===== config.mk =====
export PLATFORM = sky130hd
export DESIGN_NAME = graph_connectivity_check
export DESIGN_NICKNAME = d
export VERILOG_FILES = /design/src/design/gcc_pkg.sv /design/src/design/gcc_cell.sv /design/src/design/graph_connectivity_check.sv
export SDC_FILE = /design/constraint.sdc
export NUM_CORES = 2
export LEC_CHECK = 0
export ABC_AREA = 1
export BUFFER_PORTS_ARGS = -buffer_cell sky130_fd_sc_hd__buf_2
export CORE_MARGIN = 5
export CORE_UTILIZATION = 35
export CTS_CLUSTER_DIAMETER = 60
export DETAILED_ROUTE_END_ITERATION = 10
export PLACE_DENSITY = 0.51
export SETUP_SLACK_MARGIN = 0.1
export SYNTH_ARGS = -nofsm -noshare
export SYNTH_HDL_FRONTEND = slang
export SYNTH_SLANG_ARGS = --single-unit

===== constraint.sdc =====
create_clock -name clock -period 4.98 [get_ports clock]
set_input_delay 0.498 -clock clock [delete_from_list [all_inputs] [get_ports clock]]
set_output_delay 0.498 -clock clock [all_outputs]
set_load 0.03 [all_outputs]

===== src/design/gcc_pkg.sv =====
`default_nettype none
package gcc_pkg;

   localparam int MAX_NODES = 32;
   localparam int NODE_W    = $clog2(MAX_NODES);
   localparam int CNT_W     = $clog2(MAX_NODES + 1);
   localparam int NIBBLES   = MAX_NODES / 4;

   typedef struct packed {
      logic                 valid;
      logic                 dirty;
      logic [MAX_NODES-1:0] mask;
   } token_type;

   typedef enum logic [2:0] {
      ST_LOAD = 3'b001,
      ST_WALK = 3'b010,
      ST_DONE = 3'b100
   } state_type;

   function automatic logic [2:0] nibble_count(input logic [3:0] nib);
      logic [2:0] cnt;
      case (nib)
         4'h0: cnt = 3'd0;
         4'h1, 4'h2, 4'h4, 4'h8: cnt = 3'd1;
         4'h7, 4'hB, 4'hD, 4'hE: cnt = 3'd3;
         4'hF: cnt = 3'd4;
         default: cnt = 3'd2;
      endcase
      return cnt;
   endfunction

   function automatic logic [CNT_W-1:0] node_popcount(input logic [MAX_NODES-1:0] bits);
      logic [CNT_W-1:0] sum;
      sum = '0;
      for (int i = 0; i < NIBBLES; i++) begin
         sum = sum + CNT_W'(nibble_count(bits[4*i +: 4]));
      end
      return sum;
   endfunction

   function automatic logic [MAX_NODES-1:0] use_mask(input logic [NODE_W-1:0] last_idx);
      logic [MAX_NODES-1:0] m;
      for (int i = 0; i < MAX_NODES; i++) begin
         m[i] = (NODE_W'(i) <= last_idx);
      end
      return m;
   endfunction

endpackage
`default_nettype wire


===== src/design/gcc_cell.sv =====
`default_nettype none
module gcc_cell import gcc_pkg::*; (
   input  wire logic                 clock,
   input  wire logic                 reset,
   input  wire logic [NODE_W-1:0]    cell_id,
   input  wire logic                 wr_en,
   input  wire logic [MAX_NODES-1:0] wr_row,
   input  wire logic [MAX_NODES-1:0] limit,
   input  wire token_type            tok_in,
   output token_type                 tok_out
);

   logic [MAX_NODES-1:0] row_ff;
   logic                 valid_ff;
   logic                 dirty_ff;
   logic                 dirty_in;
   logic [MAX_NODES-1:0] mask_ff;
   logic [MAX_NODES-1:0] mask_in;

   always_comb begin
      mask_in  = tok_in.mask | (tok_in.mask[cell_id] ? (row_ff & limit) : '0);
      dirty_in = tok_in.dirty | (mask_in != tok_in.mask);
   end

   always_ff @(posedge clock) begin
      if (wr_en) begin
         row_ff <= wr_row;
      end
      mask_ff  <= mask_in;
      dirty_ff <= dirty_in;
   end

   always_ff @(posedge clock) begin
      if (reset) begin
         valid_ff <= 1'b0;
      end else begin
         valid_ff <= tok_in.valid;
      end
   end

   assign tok_out = '{valid: valid_ff, dirty: dirty_ff, mask: mask_ff};

endmodule
`default_nettype wire


===== src/design/graph_connectivity_check.sv =====
`default_nettype none
// Reachability check from node 0. Rows are taken one per cycle while busy is low; the row
// that completes the matrix starts a walk. A reach mask travels cell to cell along a ring
// of node_count cells (one for 0, at most 32), each cell adding its row when its node is
// already reached; the walk ends after a full lap with no growth, at most n laps for n
// nodes. Busy stays high through the walk and the done state. The result is driven for one
// cycle with rsp_strobe and cannot be held off, so take it when the strobe is seen.
module graph_connectivity_check import gcc_pkg::*; (
   input  wire logic                 clock,
   input  wire logic                 reset,
   input  wire logic                 start,
   output logic                      busy,
   input  wire logic [31:0]          req_row_bits,
   input  wire logic                 csr_wr_en,
   input  wire logic [5:0]           csr_wr_data,
   output logic                      rsp_strobe,
   output logic                      rsp_connected,
   output logic [31:0]               rsp_reached_set,
   output logic [5:0]                rsp_reached_count
);

   state_type            state_ff, state_in;
   logic [5:0]           node_count_ff;
   logic [NODE_W-1:0]    rows_loaded_ff, rows_loaded_in;
   logic                 launch_ff, launch_in;
   logic [MAX_NODES-1:0] final_mask_ff;
   logic                 strobe_ff;
   logic                 connected_ff;
   logic [MAX_NODES-1:0] reached_ff;
   logic [CNT_W-1:0]     count_ff;
   logic [NODE_W-1:0]    last_idx;
   logic [MAX_NODES-1:0] limit;
   logic                 accept;
   logic                 last_row;
   token_type            chain_in  [MAX_NODES];
   token_type            chain_out [MAX_NODES];
   logic [MAX_NODES-1:0] tok_valid;
   token_type            tail;

   always_comb begin
      if (node_count_ff == 6'd0) begin
         last_idx = '0;
      end else if (node_count_ff >= 6'(MAX_NODES)) begin
         last_idx = NODE_W'(MAX_NODES - 1);
      end else begin
         last_idx = NODE_W'(node_count_ff - 6'd1);
      end
   end

   assign limit    = use_mask(last_idx);
   assign busy     = (state_ff != ST_LOAD);
   assign accept   = start && !busy;
   assign last_row = (rows_loaded_ff == last_idx);
   assign tail     = chain_out[last_idx];

   always_comb begin
      chain_in[0].valid = launch_ff || (state_ff == ST_WALK && tail.valid && tail.dirty);
      chain_in[0].dirty = 1'b0;
      chain_in[0].mask  = launch_ff ? MAX_NODES'(1) : tail.mask;
   end

   for (genvar k = 0; k < MAX_NODES; k++) begin : g_cell
      if (k > 0) begin : g_link
         always_comb begin
            chain_in[k]       = chain_out[k-1];
            chain_in[k].valid = chain_out[k-1].valid && (NODE_W'(k) <= last_idx);
         end
      end
      gcc_cell u_cell (
         .clock   (clock),
         .reset   (reset),
         .cell_id (NODE_W'(k)),
         .wr_en   (accept && rows_loaded_ff == NODE_W'(k)),
         .wr_row  (req_row_bits),
         .limit   (limit),
         .tok_in  (chain_in[k]),
         .tok_out (chain_out[k])
      );
      assign tok_valid[k] = chain_out[k].valid;
   end

   always_comb begin
      state_in       = state_ff;
      rows_loaded_in = rows_loaded_ff;
      launch_in      = 1'b0;
      case (state_ff)
         ST_LOAD: begin
            if (csr_wr_en) begin
               rows_loaded_in = '0;
            end else if (accept) begin
               if (last_row) begin
                  rows_loaded_in = '0;
                  launch_in      = 1'b1;
                  state_in       = ST_WALK;
               end else begin
                  rows_loaded_in = rows_loaded_ff + NODE_W'(1);
               end
            end
         end
         ST_WALK: begin
            if (tail.valid && !tail.dirty && !launch_ff) begin
               state_in = ST_DONE;
            end
         end
         ST_DONE: begin
            state_in = ST_LOAD;
         end
         default: begin
            state_in = ST_LOAD;
         end
      endcase
   end

   always_ff @(posedge clock) begin
      if (reset) begin
         state_ff       <= ST_LOAD;
         rows_loaded_ff <= '0;
         launch_ff      <= 1'b0;
         node_count_ff  <= 6'(MAX_NODES);
         strobe_ff      <= 1'b0;
      end else begin
         state_ff       <= state_in;
         rows_loaded_ff <= rows_loaded_in;
         launch_ff      <= launch_in;
         strobe_ff      <= (state_ff == ST_DONE);
         if (csr_wr_en) begin
            node_count_ff <= csr_wr_data;
         end
      end
   end

   always_ff @(posedge clock) begin
      if (state_ff == ST_WALK) begin
         final_mask_ff <= tail.mask;
      end
      if (state_ff == ST_DONE) begin
         connected_ff <= (final_mask_ff == limit);
         reached_ff   <= final_mask_ff;
         count_ff     <= node_popcount(final_mask_ff);
      end
   end

   assign rsp_strobe        = strobe_ff;
   assign rsp_connected     = connected_ff;
   assign rsp_reached_set   = reached_ff;
   assign rsp_reached_count = 6'(count_ff);

`ifndef SYNTHESIS
   a_one_token: assert property (@(posedge clock) disable iff (reset)
      $onehot0(tok_valid))
      else $error("more than one reach token in the ring");

   a_strobe_after_done: assert property (@(posedge clock) disable iff (reset)
      strobe_ff |-> $past(state_ff == ST_DONE))
      else $error("result transfer without finished walk");

   a_root_reached: assert property (@(posedge clock) disable iff (reset)
      strobe_ff |-> (reached_ff[0] && count_ff != '0))
      else $error("node 0 missing from reached set");

   a_csr_restart: assert property (@(posedge clock) disable iff (reset)
      (csr_wr_en && !busy) |=> (rows_loaded_ff == '0))
      else $error("row load not restarted after csr write");
`endif

endmodule
`default_nettype wire


* Word-level counts from Yosys, hierarchy flattened *
Memory sizes are Yosys's and may differ from the RTL's. A register that Yosys moved wholly into a read port is not among the register bits.
Index checks and enable logic that the tools add are counted.

storage, ports and cells
  register bits = 2199
  ROM bits = 384
  output and inout bits = 41
  word-level logic and storage cells = 500
  memories = 8

memories
  memory            depth  width  rd ports  clocked after Yosys merged registers in  write ports  line           source
  (name not given)  16     3      1         1                                        0            gcc_pkg.sv:23  case (nib)
  (name not given)  16     3      1         1                                        0            gcc_pkg.sv:23
  (name not given)  16     3      1         1                                        0            gcc_pkg.sv:23
  (name not given)  16     3      1         1                                        0            gcc_pkg.sv:23
  (name not given)  16     3      1         1                                        0            gcc_pkg.sv:23
  (name not given)  16     3      1         1                                        0            gcc_pkg.sv:23
  +2 memories       --     --     --        --                                       --           --

cells by class
  $add $sub $neg = 9
  magnitude comparators = 34
  equality and inequality tests = 73
  multiplexer cells = 63
  bitwise operators = 98
  reductions and logical operators = 78

operators by type and width
  operator              number
  $mux W32              33
  $and A32 B32 Y32      32
  $ne A32 B32 Y1        32
  $or A32 B32 Y32       32
  $bmux W34 S5          1
  $eq A5 B5 Y1 const B  16
  $le A5 B5 Y1 const A  16
  $logic_and A1 B1 Y1   68
  $mux W34              2
  $eq A5 B4 Y1 const B  8
  $le A4 B5 Y1 const A  8
  $mux W3               12
  $eq A32 B32 Y1        1
  $mux W4               8
  $or A1 B1 Y1          31
  $mux W5               5
  $add A6 B3 Y6         4
  $eq A5 B3 Y1 const B  4
  $le A3 B5 Y1 const A  4
  $ge A6 B6 Y1 const B  2
  $eq A5 B2 Y1 const B  2
  $le A1 B5 Y1 const A  2
  $le A2 B5 Y1 const A  2
  $ne A2 B2 Y1 const B  4
  other kinds (23)      26

* Logic depth before layout (Yosys ltp) *
  depth in word-level cells = 12
  depth in mapped cells = 23

* Cells and area by module *
From an unflattened synthesis, not the netlist that was laid out.

unflattened totals
  cell total of the unflattened synthesis = 15757
  area total of the unflattened synthesis = 114124.5 um^2

by module, submodules not included
  module                    instances  cells each  area each (um^2)  seq. area each (um^2)
  gcc_cell                  32         373         2959.1            1641.6
  graph_connectivity_check  1          3821        19433.6           2932.8

* Worst setup path before layout *
OpenSTA, ideal clock, no wires.

  path kind = reg2reg
  start point = register state_ff[2]
  end point = register connected_ff (netlist: rsp_connected) (enable)
  arrival time = 3.062 ns
  data required time = 4.496 ns
  path slack = 1.434 ns
  cell stages (with the launch flop) = 3
  clock period less this slack = 3.546 ns
  cells stage by stage = dfxtp_1 inv_1 nor3_1

between the ends
  longest elaborated chain between the ends = 1

ends and longest elaborated chain
  what                    line                             source
  start, declared         graph_connectivity_check.sv:22   state_type state_ff, state_in;
  start signal, assigned  graph_connectivity_check.sv:122  state_ff <= state_in;
  $eq A3 B3 Y1            graph_connectivity_check.sv:136  if (state_ff == ST_DONE) begin
  end signal, assigned    graph_connectivity_check.sv:137  connected_ff <= (final_mask_ff == limit);
  end, declared           graph_connectivity_check.sv:28   logic connected_ff;

Every way passes these cells.
A chain may end at the register's enable or synchronous reset.

* Worst setup path after layout *
  start point = register node_count_ff[0]
  end point = register g_cell[0].u_cell.dirty_ff

between the ends
  longest elaborated chain between the ends = 11
  elaborated cells between the ends (all ways) = 46
  classes of those cells = add/sub: 1; order compare: 33; eq/ne: 1; mux: 7; bitwise: 3; reduce/logical: 1

ends and longest elaborated chain
  what                                           line                                                            source
  start, declared                                graph_connectivity_check.sv:23                                  logic [5:0] node_count_ff;
  start signal, assigned                         graph_connectivity_check.sv:119                                 node_count_ff <= 6'(MAX_NODES);
  start signal, assigned                         graph_connectivity_check.sv:127                                 node_count_ff <= csr_wr_data;
  $sub A5 B1 Y5 or $ge A6 B6 Y1 (tied branches)  graph_connectivity_check.sv:46, graph_connectivity_check.sv:43
  $mux W5                                        graph_connectivity_check.sv:43                                  end else if (node_count_ff >= 6'(MAX_NODES)) begin
  $mux W5 *                                      graph_connectivity_check.sv:41                                  if (node_count_ff == 6'd0) begin
  $not A5 Y6 (not written as such)               graph_connectivity_check.sv:54                                  assign tail = chain_out[last_idx];
  $bmux W34 S5                                   graph_connectivity_check.sv:54
  $mux W34 (not written as such) (2 in a row)    graph_connectivity_check.sv:54
  $mux W32                                       graph_connectivity_check.sv:59                                  chain_in[0].mask = launch_ff ? MAX_NODES'(1) : tail.mask;
  $mux W32                                       gcc_cell.sv:21                                                  mask_in = tok_in.mask | (tok_in.mask[cell_id] ? (row_ff & limit) : '0);
  $or A32 B32 Y32                                gcc_cell.sv:21
  $ne A32 B32 Y1 *                               gcc_cell.sv:22                                                  dirty_in = tok_in.dirty | (mask_in != tok_in.mask);
  net g_cell[0].u_cell.dirty_in                  gcc_cell.sv:16                                                  logic dirty_in;
  end signal, assigned                           gcc_cell.sv:30                                                  dirty_ff <= dirty_in;
  end, declared                                  gcc_cell.sv:15                                                  logic dirty_ff;

The timed path passes the listed nets; every way through them passes the cells marked *. The select of a mux whose other input is x is not followed.

==> summary.txt <==
Finish
  • Multi-input gate area: 29700 sq um
  • Final Util: 40.0%
  • Layout cell share with drive strength beyond 1: 10.1%
  • Nets: 9898
  • Register area: 54500 sq um
  • Fillers: 25500
  • Area delta synth->final: 14.0%

GRT
  • Number of global-route vias before repair: 70100
  • Initial antenna violation count: 41
  • GRT Total Usage: 25.5%
  • Largest net degree at the start of global routing: 107
  • Global-route wire length before repair: 504 mm
  • Remaining Overflow, GRT: 0

Power and ir drop
  • Sequential share of power: 47.3%
  • Leak Pwr: 46.6 nW
  • Clock group share of total power: 42.0%
  • Max VDD drop: 385 uV
  • Switching power total: 11.1 mW
  • Power per cell area: 399 nW/um^2
  • Logic pwr share: 10.7%
  • Switching share of power: 26.9%
  • Overall power: 41.3 mW
  • Pint: 30.2 mW

Critical path
  • Critical Path AT: 5380 ps
  • Worst Setup Start Kind: flop
  • Slowest-stage cell, CP: buf_12
  • CP Max Fanout: 106
  • Type of the worst setup path: flop to flop
  • CP required: 5770 ps
  • Crit-path most repeated cell: nand2_1
  • CP endpoint kind: flop
  • Crit-path max cell delay: 570 ps
  • Crit-path cells: inv_2 > ha_1 > nand3_4 > buf_12 > nand3_1 > nand3_1 > nand3_1 > nand2_1 > nand2_1 > nor2_1 > nand2_1 > nand2_1 > nand2_2 > buf_12 > nand3_1 > nand2_1 > nor2_1 > nand2_1 > nor2_1 > nand2_1

Drt
  • 1st-pass router iterations: 6
  • Routed Antenna Nets: 0
  • Iteration-0 DRC Markers: 8115
  • DR WL/cell: 26.5 microns
  • Drt via density: 5.44
  • Via count: 73000
  • Drt drc: 0
  • WL final: 355 mm

Timing
  • Max_slew headroom: 11.0%
  • Final setup margin: 383 ps
  • Final hold violations: 0
  • Setup_tns: 0 ps
  • Fmax: 218 MHz
  • Min cycle time layout: 4600 ps
  • Actual slew at the worst max-slew pin: 1320 ps
  • Setup violations, final: 0
  • Max Clock Skew: 35.2 ps
  • RSZ-0062 raised after global routing: false
  • Post-route clock period utilization: 92.3%
  • Final hold slack: 53.0 ps
  • Fin. max-slew vios: 0

Yosys
  • Register area share after synthesis: 60.0%
  • Share of the synthesized area in the top cell type: 35.1%
  • Largest family of logic cells by synthesized area: simple AND/OR/NAND/NOR gates
  • Compound-Gate Fraction of Synth Area: 9.25%
  • Cell Area, Synth: 90800 sq um
  • Warning count from the yosys run: 0
  • Syn Area/Cell: 9.25 sq um
  • Post-synth ARST share: 0%
  • Synthesis-stage register bit count: 2191
  • Synth Flop Type: dfxtp_1
  • Synth cell types: 51
  • Most numerous cell in the Yosys netlist: nand2_1
  • Mux cell area share after synthesis: 0%
  • Post-synthesis adder-cell area fraction: 0.898%
  • Commonest cells post-synth: 2321 x nand2_1, 1157 x inv_1, 1128 x dfxtp_1
  • Post-synth top area cell: edfxtp_1
  • Number of enable flip-flop cells after synthesis: 1063
  • Top post-synthesis cells by area: edfxtp_1 35%, dfxtp_1 25%, nand2_1 9.6%
  • Post-synthesis simple-gate area fraction: 21.9%
  • Synth Area in XOR/XNOR: 0.280%
  • Gate Count Post-Synth: 9820
  • Synthesized net count: 9917

Floorplanning
  • Total die area: 270000 sq um
  • Initial core utilization: 35.1%
  • I/O Pins: 83
  • Die width: 519 microns
  • Die Y: 519 microns
  • Core area: 259000 sq um
  • Row count: 187

Placement
  • DP Worst Slack: 472 ps
  • I/O Buffers: 82
  • GP Congestion: 0.923
  • Final HPWL DP: 249 mm

Worst hold path
  • Worst Hold Class: input port to flop

Clock network
  • Worst-skew pair later-pin latency: 910 ps
  • CTS max path bufs: 3
  • Clk root buf: clkbuf_16
  • H-tree Lvls: 4
  • Post-CTS Resized: 0
  • CTS tree: done
  • CTS sink count: 2191
  • Reg clk slew, reported paths: 60 ps
  • CTS buffer count: 230

Run status
  • Status: completed

Run
  • Maxcap violations: 0
[metal layers]
layer,wire (microns),vias up,global-route usage [%]
li1,-,33400,-
met1,151000,35600,35.0
met2,157000,3341,39.6
met3,29800,698,4.55
met4,16700,36,10.8
met5,195,-,0
[placed cells by master, fill, tap and decap left out, types with 140 or more instances in the layout]
cell and n:
nor4_1 237, nor3_1 301, dfxtp_1 1112, buf_4 211, nand3_1 912, a31o_2 201, o31ai_1 167, a21oi_1 140
edfxtp_1 1063, o21ai_0 444, clkbuf_16 233, inv_1 1157, nor2_1 367, nand4_1 271, nand2_1 2312
[timing repair]
| action | CTS | global route |
|---|---|---|
| setup buffers | 0 | 0 |
| endpoints found under the hold margin | 6 | 0 |
| hold buffers | 7 | 0 |
[per-stage QoR]
stage | instance area, sq um | std cells
after CTS | 104000 | 13400
after detailed placement | 95800 | 13000
after global placement | 95800 | 13000
after global routing | 104000 | 13400
final | 104000 | 13400
after floorplan | 90800 | 9820
[cell type report]
cell class	instances	area share [%]
clock buffers	364	6.64
inverters	1188	4.32
diodes	12	0.0290
flip-flops and latches	2191	52.7
clock inverters	73	0.715
repair buffers	343	2.83
well taps	3402	4.11
multi-input cells	5847	28.7
[critical path: cells and delay by family (launching register included)]
| family | cells | cell delay, ps |
|---|---|---|
| buf+inv | 3 | 960 |
| simple gates | 16 | 2640 |
| flops | 1 | 450 |
| fa+ha+maj | 1 | 250 |
[logic make-up after synthesis]
family | Yosys count
fa+ha+maj | 55
compound gates | 1270
simple gates | 4493
xor+xnor | 29
flops | 2191
buf+inv | 1782
[power by group through the flow]
stage	registers [mW]	logic, mW	clock network, mW
final	19.5	4.42	17.4
after global routing	19.6	4.64	18.4
after CTS	19.5	4.34	17.6
after detailed placement	19.9	4.32	0
after global placement	19.9	4.30	0
after floorplan	19.8	2.12	0
[state kept, by name, indices dropped and copies added (netlist names), 3 cells and up, named ones only]
signal,cells
g_cell.u_cell.dirty_ff,32
final_mask_ff,32
rsp_reached_set,32
g_cell.u_cell.row_ff,992
node_count_ff,6
state_ff,3
g_cell.u_cell.valid_ff,32
rows_loaded_ff,5
g_cell.u_cell.mask_ff,1024
rsp_reached_count,6
[worst paths after layout]
kind,depth (start not counted),endpoint,slack [ps],startpoint
max,20,g_cell[0].u_cell.dirty_ff,380,node_count_ff[0]
min,3,node_count_ff[4],50,csr_wr_data[4]
max reg2reg,20,g_cell[0].u_cell.dirty_ff,380,node_count_ff[0]
min reg2reg,2,g_cell[12].u_cell.mask_ff[30],430,g_cell[11].u_cell.mask_ff[30]
Power figures use the tool's default switching activity.
